`config.mk`:
```
export PLATFORM = sky130hd
export DESIGN_NAME = icmp_echo_reply_header_builder_top
export DESIGN_NICKNAME = d
export VERILOG_FILES = /design/src/icmp_erb_pkg.sv /design/src/icmp_erb_front.sv /design/src/icmp_erb_queue.sv /design/src/icmp_erb_back.sv /design/src/icmp_erb_out.sv /design/src/icmp_echo_reply_header_builder_top.sv
export SDC_FILE = /design/constraint.sdc
export NUM_CORES = 1
export LEC_CHECK = 0
export BUFFER_PORTS_ARGS = -buffer_cell sky130_fd_sc_hd__buf_2
export CORE_MARGIN = 10
export CORE_UTILIZATION = 60
export CTS_BUF_LIST = sky130_fd_sc_hd__clkbuf_4
export CTS_CLUSTER_DIAMETER = 80
export DETAILED_ROUTE_END_ITERATION = 6
export GPL_ROUTABILITY_DRIVEN = 0
export GPL_TIMING_DRIVEN = 0
export PLACE_DENSITY = 0.78
export SYNTH_ARGS = -nofsm -noshare
export SYNTH_HDL_FRONTEND = slang
export SYNTH_SLANG_ARGS = --single-unit
```
`constraint.sdc`:
```
create_clock -name clk_i -period 12 [get_ports clk_i]
set_input_delay 0.6 -clock clk_i [delete_from_list [all_inputs] [get_ports clk_i]]
set_output_delay 0.6 -clock clk_i [all_outputs]
set_load 0.02 [all_outputs]
```
`src/icmp_erb_pkg.sv`:
```
package icmp_erb_pkg;

  // Default depth of the queue between the byte classifier and the field engine.
  localparam int unsigned QueueDepth = 2;

  localparam logic [15:0] EthertypeIpv4   = 16'h0800;
  localparam logic [15:0] WordMask        = 16'hffff;
  localparam logic [15:0] PosMax          = 16'hffff;
  localparam logic [15:0] EthHeaderBytes  = 16'd14;
  localparam logic [7:0]  IcmpProtocol    = 8'd1;
  localparam logic [6:0]  IcmpHeaderBytes = 7'd8;
  localparam logic [3:0]  MinIhl          = 4'd5;

  // Header field that a frame byte belongs to.
  typedef enum logic [3:0] {
    FieldNone,
    FieldTypeHi,
    FieldTypeLo,
    FieldIhl,
    FieldLenHi,
    FieldLenLo,
    FieldProto,
    FieldSrc,
    FieldDst
  } field_e;

  // One classified frame byte, as it travels from the front to the back.
  typedef struct packed {
    logic [7:0] data;
    logic       last;
    logic       skip;
    field_e     field;
    logic       in_region;
    logic       high_half;
    logic       zero_byte;
    logic       len_ok;
  } byte_item_t;

  // End-of-frame summary handed from the back to the output stage.
  typedef struct packed {
    logic        ok;
    logic [31:0] src;
    logic [31:0] dst;
    logic [31:0] raw_sum;
    logic [15:0] length;
  } result_t;

endpackage

```
`src/icmp_erb_front.sv`:
```
module icmp_erb_front
  import icmp_erb_pkg::*;
(
  input  logic       clk_i,
  input  logic       rst_ni,
  input  logic       in_valid_i,
  output logic       in_stall_o,
  input  logic [7:0] frame_byte_i,
  input  logic       end_of_frame_i,
  input  logic       q_full_i,
  output logic       push_o,
  output byte_item_t item_o
);

  logic [15:0] pos_q, pos_d;
  logic [3:0]  ihl_q, ihl_d;
  logic [15:0] tl_q, tl_d;

  logic        accept;
  logic        skip;
  field_e      field;
  logic [15:0] region_start;
  logic [15:0] rel;
  logic [16:0] region_end;
  logic [16:0] frame_need;
  logic [16:0] count;
  logic        in_region;

  assign in_stall_o = q_full_i;
  assign accept     = in_valid_i && !q_full_i;
  assign push_o     = accept;

  // Bytes past the saturated position are passed on but change nothing.
  assign skip = (pos_q == PosMax);

  // Decode the header field from the byte position.
  always_comb begin
    field = FieldNone;
    if (!skip) begin
      case (pos_q) inside
        16'd12:            field = FieldTypeHi;
        16'd13:            field = FieldTypeLo;
        16'd14:            field = FieldIhl;
        16'd16:            field = FieldLenHi;
        16'd17:            field = FieldLenLo;
        16'd23:            field = FieldProto;
        [16'd26:16'd29]:   field = FieldSrc;
        [16'd30:16'd33]:   field = FieldDst;
        default:           field = FieldNone;
      endcase
    end
  end

  // The ICMP region runs from 14 + IHL*4 up to 14 + total length.
  assign region_start = EthHeaderBytes + {10'd0, ihl_q, 2'b00};
  assign rel          = pos_q - region_start;
  assign region_end   = {1'b0, tl_q} + {1'b0, EthHeaderBytes};
  assign in_region    = !skip && (ihl_q >= MinIhl) && (pos_q >= region_start) &&
                        ({1'b0, pos_q} < region_end);

  // Captured fields after this byte, used for the frame length check.
  always_comb begin
    ihl_d = ihl_q;
    tl_d  = tl_q;
    case (field)
      FieldIhl:   ihl_d = frame_byte_i[3:0];
      FieldLenHi: tl_d  = {frame_byte_i, tl_q[7:0]};
      FieldLenLo: tl_d  = {tl_q[15:8], frame_byte_i};
      default: begin
      end
    endcase
  end

  assign frame_need = {1'b0, tl_d} + {1'b0, EthHeaderBytes};
  assign count      = skip ? {1'b0, pos_q} : ({1'b0, pos_q} + 17'd1);

  always_comb begin
    item_o.data      = frame_byte_i;
    item_o.last      = end_of_frame_i;
    item_o.skip      = skip;
    item_o.field     = field;
    item_o.in_region = in_region;
    item_o.high_half = !pos_q[0];
    item_o.zero_byte = (rel[15:2] == 14'd0) && (rel[1:0] != 2'd1);
    item_o.len_ok    = (count >= frame_need);
  end

  // Position counter and the fields the classifier itself depends on.
  always_comb begin
    pos_d = pos_q;
    if (end_of_frame_i) begin
      pos_d = '0;
    end else if (!skip) begin
      pos_d = pos_q + 16'd1;
    end
  end

  always_ff @(posedge clk_i or negedge rst_ni) begin
    if (!rst_ni) begin
      pos_q <= '0;
      ihl_q <= '0;
      tl_q  <= '0;
    end else if (accept) begin
      pos_q <= pos_d;
      if (end_of_frame_i) begin
        ihl_q <= '0;
        tl_q  <= '0;
      end else begin
        ihl_q <= ihl_d;
        tl_q  <= tl_d;
      end
    end
  end

endmodule

```
`src/icmp_erb_queue.sv`:
```
module icmp_erb_queue
  import icmp_erb_pkg::*;
#(
  parameter int unsigned DEPTH = QueueDepth
) (
  input  logic       clk_i,
  input  logic       rst_ni,
  input  logic       push_i,
  input  byte_item_t item_i,
  output logic       full_o,
  input  logic       pop_i,
  output logic       valid_o,
  output byte_item_t item_o
);

  localparam int unsigned PtrW = (DEPTH > 1) ? $clog2(DEPTH) : 1;
  localparam int unsigned CntW = $clog2(DEPTH + 1);

  byte_item_t mem_q [DEPTH];

  logic [PtrW-1:0] wr_ptr_q, wr_ptr_d;
  logic [PtrW-1:0] rd_ptr_q, rd_ptr_d;
  logic [CntW-1:0] count_q, count_d;
  logic            do_pop;

  assign full_o  = (count_q == CntW'(DEPTH));
  assign valid_o = (count_q != '0);
  assign item_o  = mem_q[rd_ptr_q];
  assign do_pop  = pop_i && valid_o;

  // Pointers wrap at the queue depth.
  always_comb begin
    wr_ptr_d = wr_ptr_q;
    rd_ptr_d = rd_ptr_q;
    count_d  = count_q;
    if (push_i) begin
      wr_ptr_d = (wr_ptr_q == PtrW'(DEPTH - 1)) ? '0 : wr_ptr_q + PtrW'(1);
    end
    if (do_pop) begin
      rd_ptr_d = (rd_ptr_q == PtrW'(DEPTH - 1)) ? '0 : rd_ptr_q + PtrW'(1);
    end
    if (push_i && !do_pop) begin
      count_d = count_q + CntW'(1);
    end else if (!push_i && do_pop) begin
      count_d = count_q - CntW'(1);
    end
  end

  always_ff @(posedge clk_i or negedge rst_ni) begin
    if (!rst_ni) begin
      wr_ptr_q <= '0;
      rd_ptr_q <= '0;
      count_q  <= '0;
    end else begin
      wr_ptr_q <= wr_ptr_d;
      rd_ptr_q <= rd_ptr_d;
      count_q  <= count_d;
    end
  end

  // Item storage.
  always_ff @(posedge clk_i) begin
    if (push_i) begin
      mem_q[wr_ptr_q] <= item_i;
    end
  end

endmodule

```
`src/icmp_erb_back.sv`:
```
module icmp_erb_back
  import icmp_erb_pkg::*;
(
  input  logic       clk_i,
  input  logic       rst_ni,
  input  logic       valid_i,
  input  byte_item_t item_i,
  output logic       pop_o,
  input  logic       res_ready_i,
  output logic       res_valid_o,
  output result_t    res_o
);

  logic [15:0] ft_q, ft_d;
  logic [3:0]  ihl_q, ihl_d;
  logic [15:0] tl_q, tl_d;
  logic [7:0]  proto_q, proto_d;
  logic [31:0] src_q, src_d;
  logic [31:0] dst_q, dst_d;
  logic [31:0] sum_q, sum_d;
  logic [7:0]  held_q, held_d;
  logic        pend_q, pend_d;

  logic [7:0]  sum_byte;
  logic [31:0] addend;
  logic [31:0] sum_plus;
  logic [16:0] min_length;
  logic        ok;

  // A final byte waits until the output stage has room for its result.
  assign pop_o       = valid_i && (!item_i.last || res_ready_i);
  assign res_valid_o = pop_o && item_i.last;

  // Capture header fields.
  always_comb begin
    ft_d    = ft_q;
    ihl_d   = ihl_q;
    tl_d    = tl_q;
    proto_d = proto_q;
    src_d   = src_q;
    dst_d   = dst_q;
    case (item_i.field)
      FieldTypeHi: ft_d    = {item_i.data, ft_q[7:0]};
      FieldTypeLo: ft_d    = {ft_q[15:8], item_i.data};
      FieldIhl:    ihl_d   = item_i.data[3:0];
      FieldLenHi:  tl_d    = {item_i.data, tl_q[7:0]};
      FieldLenLo:  tl_d    = {tl_q[15:8], item_i.data};
      FieldProto:  proto_d = item_i.data;
      FieldSrc:    src_d   = {src_q[23:0], item_i.data};
      FieldDst:    dst_d   = {dst_q[23:0], item_i.data};
      default: begin
      end
    endcase
  end

  // Word assembly and the running sum. A high byte left over at the end
  // of the frame is padded with a zero low byte through the same adder.
  assign sum_byte = item_i.zero_byte ? 8'd0 : item_i.data;

  always_comb begin
    addend = '0;
    if (item_i.in_region) begin
      if (!item_i.high_half) begin
        addend = {16'd0, held_q, sum_byte};
      end else if (item_i.last) begin
        addend = {16'd0, sum_byte, 8'd0};
      end
    end else if (item_i.last && pend_q) begin
      addend = {16'd0, held_q, 8'd0};
    end
  end

  assign sum_plus = sum_q + addend;

  always_comb begin
    sum_d  = sum_q;
    held_d = held_q;
    pend_d = pend_q;
    if (item_i.in_region) begin
      if (item_i.high_half) begin
        held_d = sum_byte;
        pend_d = 1'b1;
      end else begin
        sum_d  = sum_plus;
        pend_d = 1'b0;
      end
    end
  end

  // Reply check on the fields as they stand after the final byte.
  assign min_length = {11'd0, ihl_d, 2'b00} + {10'd0, IcmpHeaderBytes};
  assign ok = (ft_d == EthertypeIpv4) && (proto_d == IcmpProtocol) &&
              (ihl_d >= MinIhl) && ({1'b0, tl_d} >= min_length) && item_i.len_ok;

  always_comb begin
    res_o.ok      = ok;
    res_o.src     = ok ? dst_d : '0;
    res_o.dst     = ok ? src_d : '0;
    res_o.raw_sum = sum_plus;
    res_o.length  = ok ? (tl_d & WordMask) : '0;
  end

  // Frame state; the final byte clears it for the next frame.
  always_ff @(posedge clk_i or negedge rst_ni) begin
    if (!rst_ni) begin
      ft_q    <= '0;
      ihl_q   <= '0;
      tl_q    <= '0;
      proto_q <= '0;
      src_q   <= '0;
      dst_q   <= '0;
      sum_q   <= '0;
      held_q  <= '0;
      pend_q  <= 1'b0;
    end else if (pop_o) begin
      if (item_i.last) begin
        ft_q    <= '0;
        ihl_q   <= '0;
        tl_q    <= '0;
        proto_q <= '0;
        src_q   <= '0;
        dst_q   <= '0;
        sum_q   <= '0;
        held_q  <= '0;
        pend_q  <= 1'b0;
      end else begin
        ft_q    <= ft_d;
        ihl_q   <= ihl_d;
        tl_q    <= tl_d;
        proto_q <= proto_d;
        src_q   <= src_d;
        dst_q   <= dst_d;
        sum_q   <= sum_d;
        held_q  <= held_d;
        pend_q  <= pend_d;
      end
    end
  end

endmodule

```
`src/icmp_erb_out.sv`:
```
module icmp_erb_out
  import icmp_erb_pkg::*;
(
  input  logic        clk_i,
  input  logic        rst_ni,
  input  logic        res_valid_i,
  input  result_t     res_i,
  output logic        res_ready_o,
  output logic        out_valid_o,
  input  logic        out_stall_i,
  output logic        is_reply_o,
  output logic [31:0] reply_source_o,
  output logic [31:0] reply_destination_o,
  output logic [15:0] reply_checksum_o,
  output logic [15:0] packet_length_o
);

  logic        fin_valid_q;
  result_t     fin_q;
  logic        out_valid_q;
  logic        out_free;
  logic        out_load;
  logic [16:0] fold1;
  logic [16:0] fold2;
  logic [15:0] checksum;

  assign out_free    = !out_valid_q || !out_stall_i;
  assign out_load    = fin_valid_q && out_free;
  assign res_ready_o = !fin_valid_q || out_free;
  assign out_valid_o = out_valid_q;

  // Fold the raw sum twice, then invert.
  assign fold1    = {1'b0, fin_q.raw_sum[31:16]} + {1'b0, fin_q.raw_sum[15:0]};
  assign fold2    = fold1 + {16'd0, fold1[16]};
  assign checksum = fin_q.ok ? (~fold2[15:0] & WordMask) : '0;

  // Summary register between the field engine and the output register.
  always_ff @(posedge clk_i or negedge rst_ni) begin
    if (!rst_ni) begin
      fin_valid_q <= 1'b0;
    end else if (res_valid_i) begin
      fin_valid_q <= 1'b1;
    end else if (out_load) begin
      fin_valid_q <= 1'b0;
    end
  end

  always_ff @(posedge clk_i) begin
    if (res_valid_i) begin
      fin_q <= res_i;
    end
  end

  // Output register.
  always_ff @(posedge clk_i or negedge rst_ni) begin
    if (!rst_ni) begin
      out_valid_q <= 1'b0;
    end else if (out_load) begin
      out_valid_q <= 1'b1;
    end else if (!out_stall_i) begin
      out_valid_q <= 1'b0;
    end
  end

  always_ff @(posedge clk_i) begin
    if (out_load) begin
      is_reply_o          <= fin_q.ok;
      reply_source_o      <= fin_q.src;
      reply_destination_o <= fin_q.dst;
      reply_checksum_o    <= checksum;
      packet_length_o     <= fin_q.length;
    end
  end

endmodule

```
`src/icmp_echo_reply_header_builder_top.sv`:
```
// ICMP echo reply header builder.
// The input channel takes one Ethernet frame byte per item, in wire order,
// with end_of_frame_i marking the final byte. The output channel gives one
// item per frame: the reply flag, the swapped IPv4 addresses, the ICMP
// checksum of the reply and the IP total length (all zero when no reply).
// Both channels move an item at a clock edge where valid is high and stall
// is low.
// Throughput is one byte per cycle unless stalled: the classifier takes a
// byte every cycle while the queue is not full, and the field engine retires
// one queued byte every cycle unless a final byte waits for the output stage.
// A result passes the queue, the summary register and the output register.
// When the receiver stalls, the result holds in the output register, the
// next result waits in the summary register, the final byte of a third frame
// waits at the head of the queue, and in_stall_o rises once the queue fills.
// Reset clears all frame state and empties the queue and output stages.
module icmp_echo_reply_header_builder_top
  import icmp_erb_pkg::*;
#(
  parameter int unsigned QUEUE_DEPTH = QueueDepth
) (
  input  logic        clk_i,
  input  logic        rst_ni,
  input  logic        in_valid_i,
  output logic        in_stall_o,
  input  logic [7:0]  frame_byte_i,
  input  logic        end_of_frame_i,
  output logic        out_valid_o,
  input  logic        out_stall_i,
  output logic        is_reply_o,
  output logic [31:0] reply_source_o,
  output logic [31:0] reply_destination_o,
  output logic [15:0] reply_checksum_o,
  output logic [15:0] packet_length_o
);

  logic       push;
  logic       q_full;
  logic       q_valid;
  logic       pop;
  byte_item_t push_item;
  byte_item_t head_item;
  logic       res_valid;
  logic       res_ready;
  result_t    res;

  icmp_erb_front u_front (
    .clk_i          (clk_i),
    .rst_ni         (rst_ni),
    .in_valid_i     (in_valid_i),
    .in_stall_o     (in_stall_o),
    .frame_byte_i   (frame_byte_i),
    .end_of_frame_i (end_of_frame_i),
    .q_full_i       (q_full),
    .push_o         (push),
    .item_o         (push_item)
  );

  icmp_erb_queue #(
    .DEPTH (QUEUE_DEPTH)
  ) u_queue (
    .clk_i   (clk_i),
    .rst_ni  (rst_ni),
    .push_i  (push),
    .item_i  (push_item),
    .full_o  (q_full),
    .pop_i   (pop),
    .valid_o (q_valid),
    .item_o  (head_item)
  );

  icmp_erb_back u_back (
    .clk_i       (clk_i),
    .rst_ni      (rst_ni),
    .valid_i     (q_valid),
    .item_i      (head_item),
    .pop_o       (pop),
    .res_ready_i (res_ready),
    .res_valid_o (res_valid),
    .res_o       (res)
  );

  icmp_erb_out u_out (
    .clk_i               (clk_i),
    .rst_ni              (rst_ni),
    .res_valid_i         (res_valid),
    .res_i               (res),
    .res_ready_o         (res_ready),
    .out_valid_o         (out_valid_o),
    .out_stall_i         (out_stall_i),
    .is_reply_o          (is_reply_o),
    .reply_source_o      (reply_source_o),
    .reply_destination_o (reply_destination_o),
    .reply_checksum_o    (reply_checksum_o),
    .packet_length_o     (packet_length_o)
  );

endmodule
```
==> impl_metrics.toml <==
[run_status]
status = "complete, no violations"

[yosys]
yosys_most_used_dff = "edfxtp_1"
ys_types = 74
syn_area_per_cell_sq_um = 11.01
ys_ff_latch = 435
synthCells = 1923
netlist_area_sq_um = 21180
synth_nets = 2026
synth_warnings = 0
synth_edf_count = 244
async_flop_share_pct = 43.91
ys_seq_area_share_pct = 57.17

[sta]
rsz0062_at_grt = "false"
fmax_ghz = 0.1916
setup_viol = 0
period_needed_ns = 5.220
tightest_slew_ns = 1.186
fin_hold_ws_ns = 0.04304
maxSlewViolCount = 0
tns_ns = 0
finClkSkew_ns = 0.03945
hold_violations = 0
setup_ws_ns = 6.780
maxSlewHeadroom_pct = 20.42
period_share_pct = 43.50

[floorplan]
std_cell_rows = 68
die_area_sq_um = 43210
die_x_um = 207.9
io_pins = 112
initial_core_util_pct = 61.00
core_sq_um = 34710
fp.dieH_um = 207.9

[finish]
drive_gt1_share_pct = 15.50
final_common_cell = "nand2_1"
n_fill_cell = 2536
synthToLayoutAreaGrowth_pct = 13.20
mostFrequentLayoutCells = "283 x nand2_1, 244 x edfxtp_1, 191 x dfrtp_1"
stdcell_count = 2707
fin_area_sq_um = 23970
multi_input_area_sq_um = 8542
seqCellArea_sq_um = 12110
finalNetCount = 2258
finalCoreUtilization_pct = 69.06

[clocking]
root_buffer = "clkbuf_4"
cts_resized = 0
clk_pin_slew_worst_paths_ns = 0.07
cts_buffers = 109
hold_buffers = 3
htree_levels = 3
clkLatencyLatePin_ns = 0.82
cts_tree = "built"
cts_buffer_depth = 3
clock_sinks = 435
cts_setup_buffers = 0

[detailed_routing]
vias_per_cell = 5.984
num_vias = 16200
routed.top_layer = "met4"
wl_per_cell_um = 18.75
postRouteAntennaNets = 0
drc = 0
drt_iter0_drc = 1414
wl_um = 50760
wl_met3_um = 3603
dr.pass1.iters = 5
wl_met2_um = 24770
met1Wirelength_um = 20930

[pwr]
power_density_nw_per_um2 = 249.6
worst_ir_drop_vdd_mv = 0.1790
power.leakage_nw = 10.03
p_total_mw = 5.983

[min_path]
whs_path_depth = 1
hold_start = "end_of_frame_i"
hold_end = "u_queue.mem_q[1][9]"
worstHoldPathType = "in2reg"

[placed_design]
io_buffers = 111
placed_area_sq_um = 22490
dp_slack_ns = 6.873
hpwl_um = 35370
placed_cells = 2496

[global_routing]
gr-total-overflow = 0
antenna_found_initial = 1
grt_usage_pct = 22.92
grt_max_degree = 125
grt_pass1_wl_um = 81790
grt_pass1_vias = 15730

[setup_path]
startpoint_type = "register"
ff2ff_setup_slack_ns = 6.78
rr_worst_depth = 16
cp.arrival_ns = 5.76
slowest_delay_ns = 0.62
path_class = "reg2reg"
rr_endpoint = "u_out.fin_q[36]"
path_cells = "buf_6, buf_4, buf_2, buf_2, mux2i_1, clkbuf_1, nor3_1, ha_1, o21a_1, o21ai_0, o21bai_1, nand3_1, a31oi_1, clkbuf_1, nand2_1, xnor2_1"
required_ns = 12.54
cp-end-kind = "register"
cp_max_fo = 10
worstReg2RegStart = "u_queue.rd_ptr_q"
slowest_stage = "mux2i_1"

[flow_run]
drv_cap = 0
-- critical path, delay by kind of cell (launching register included) --
family	cells	cell delay, ns
AOI/OAI and AO/OA	4	0.98
adders and majority gates	1	0.42
muxes	1	0.62
xor gates and xnor gates	1	0.15
and+or+nand+nor	3	0.44
DFF	1	0.34
buffers and inverters	6	1.97
-- worst max-delay path by stage --
stage	start	endpoint	slack, ns	depth (start not counted)
after global routing	u_queue.rd_ptr_q	u_back.sum_q[22]	6.37	17
after floorplan	out_stall_i	u_out.is_reply_o	3.67	1
final	u_queue.rd_ptr_q	u_out.fin_q[36]	6.78	16
after detailed placement	u_queue.rd_ptr_q	u_out.fin_q[46]	6.87	16
after CTS	u_queue.rd_ptr_q	u_out.fin_q[36]	6.86	16
after global placement	out_stall_i	u_out.reply_source_o[29]	0.44	2
-- cell families (layout without fill, tap and decap cells) --
group / count (synthesis) / after routing / share of synthesized area [%]
buffers and inverters: 137 / 465 / 2.594
xor gates and xnor gates: 95 / 95 / 3.929
adders and majority gates: 90 / 90 / 5.424
AOI/OAI and AO/OA: 515 / 515 / 15.86
DFF: 435 / 435 / 57.17
muxes: 37 / 37 / 1.796
and+or+nand+nor: 614 / 614 / 13.22
other: 0 / 1 / 0
-- area by class of cell --
type                    instances  area share, %
flip-flops and latches        435          50.50
multi-input cells            1351          35.63
clock buffers                 167          5.230
repair buffers                121          3.132
well taps                     455          2.375
plain buffers                  94          1.618
clock inverters                40         0.8247
inverters                      43         0.6733
diodes                          1        0.01044
-- cell usage after synthesis (all sizes together) (5+ instances only) --
cell / count / area, sq um
clkbuf: 76 / 285.3
o21a: 15 / 112.6
a31o: 10 / 87.58
ha: 87 / 1089
xnor2: 54 / 473.0
inv: 43 / 161.4
edfxtp: 244 / 7327
nand2: 283 / 1062
a221oi: 5 / 56.31
and2: 18 / 115.1
nand4: 11 / 68.82
or2: 5 / 31.28
mux2i: 29 / 290.3
or3: 7 / 43.79
nor3: 35 / 185.2
nor2b: 8 / 50.05
o21ai: 136 / 680.7
nor2: 123 / 461.7
and3: 26 / 162.7
a21o: 29 / 217.7
nor4: 18 / 125.1
a211oi: 28 / 220.2
o31ai: 9 / 67.56
dfrtp: 191 / 4780
a31oi: 20 / 125.1
buf: 18 / 102.6
a21oi: 133 / 669.4
nand2b: 17 / 113.9
xor2: 41 / 359.1
mux2: 8 / 90.09
nand3: 42 / 210.2
o22ai: 6 / 37.54
nand3b: 5 / 37.54
a22o: 83 / 727.0
-- registers in the layout, indices dropped and copies added (netlist names), 2 cells and up --
signal,flops
u_front.pos_q,16
u_front.ihl_q,4
u_back.held_q,8
u_out.packet_length_o,16
u_front.tl_q,16
u_out.reply_destination_o,32
u_back.ft_q,16
u_queue.mem_q,34
u_back.ihl_q,4
u_out.reply_checksum_o,16
u_back.tl_q,16
u_back.dst_q,32
u_queue.count_q,2
u_back.sum_q,32
u_back.src_q,32
u_out.fin_q,113
u_back.proto_q,8
u_out.reply_source_o,32
-- metal layers --
| layer | up-vias | GRT usage [%] |
|---|---|---|
| li1 | 7611 | - |
| met5 | - | 0 |
| met2 | 690 | 37.38 |
| met4 | 0 | 9.440 |
| met3 | 110 | 4.302 |
| met1 | 7787 | 29.59 |
-- power breakdown --
group	switching, mW	internal (mW)	total, mW
logic	1.58	0.770	2.35
clock network	0.606	0.660	1.27
registers	0.210	2.16	2.37
(Power assumes the default switching activity.)
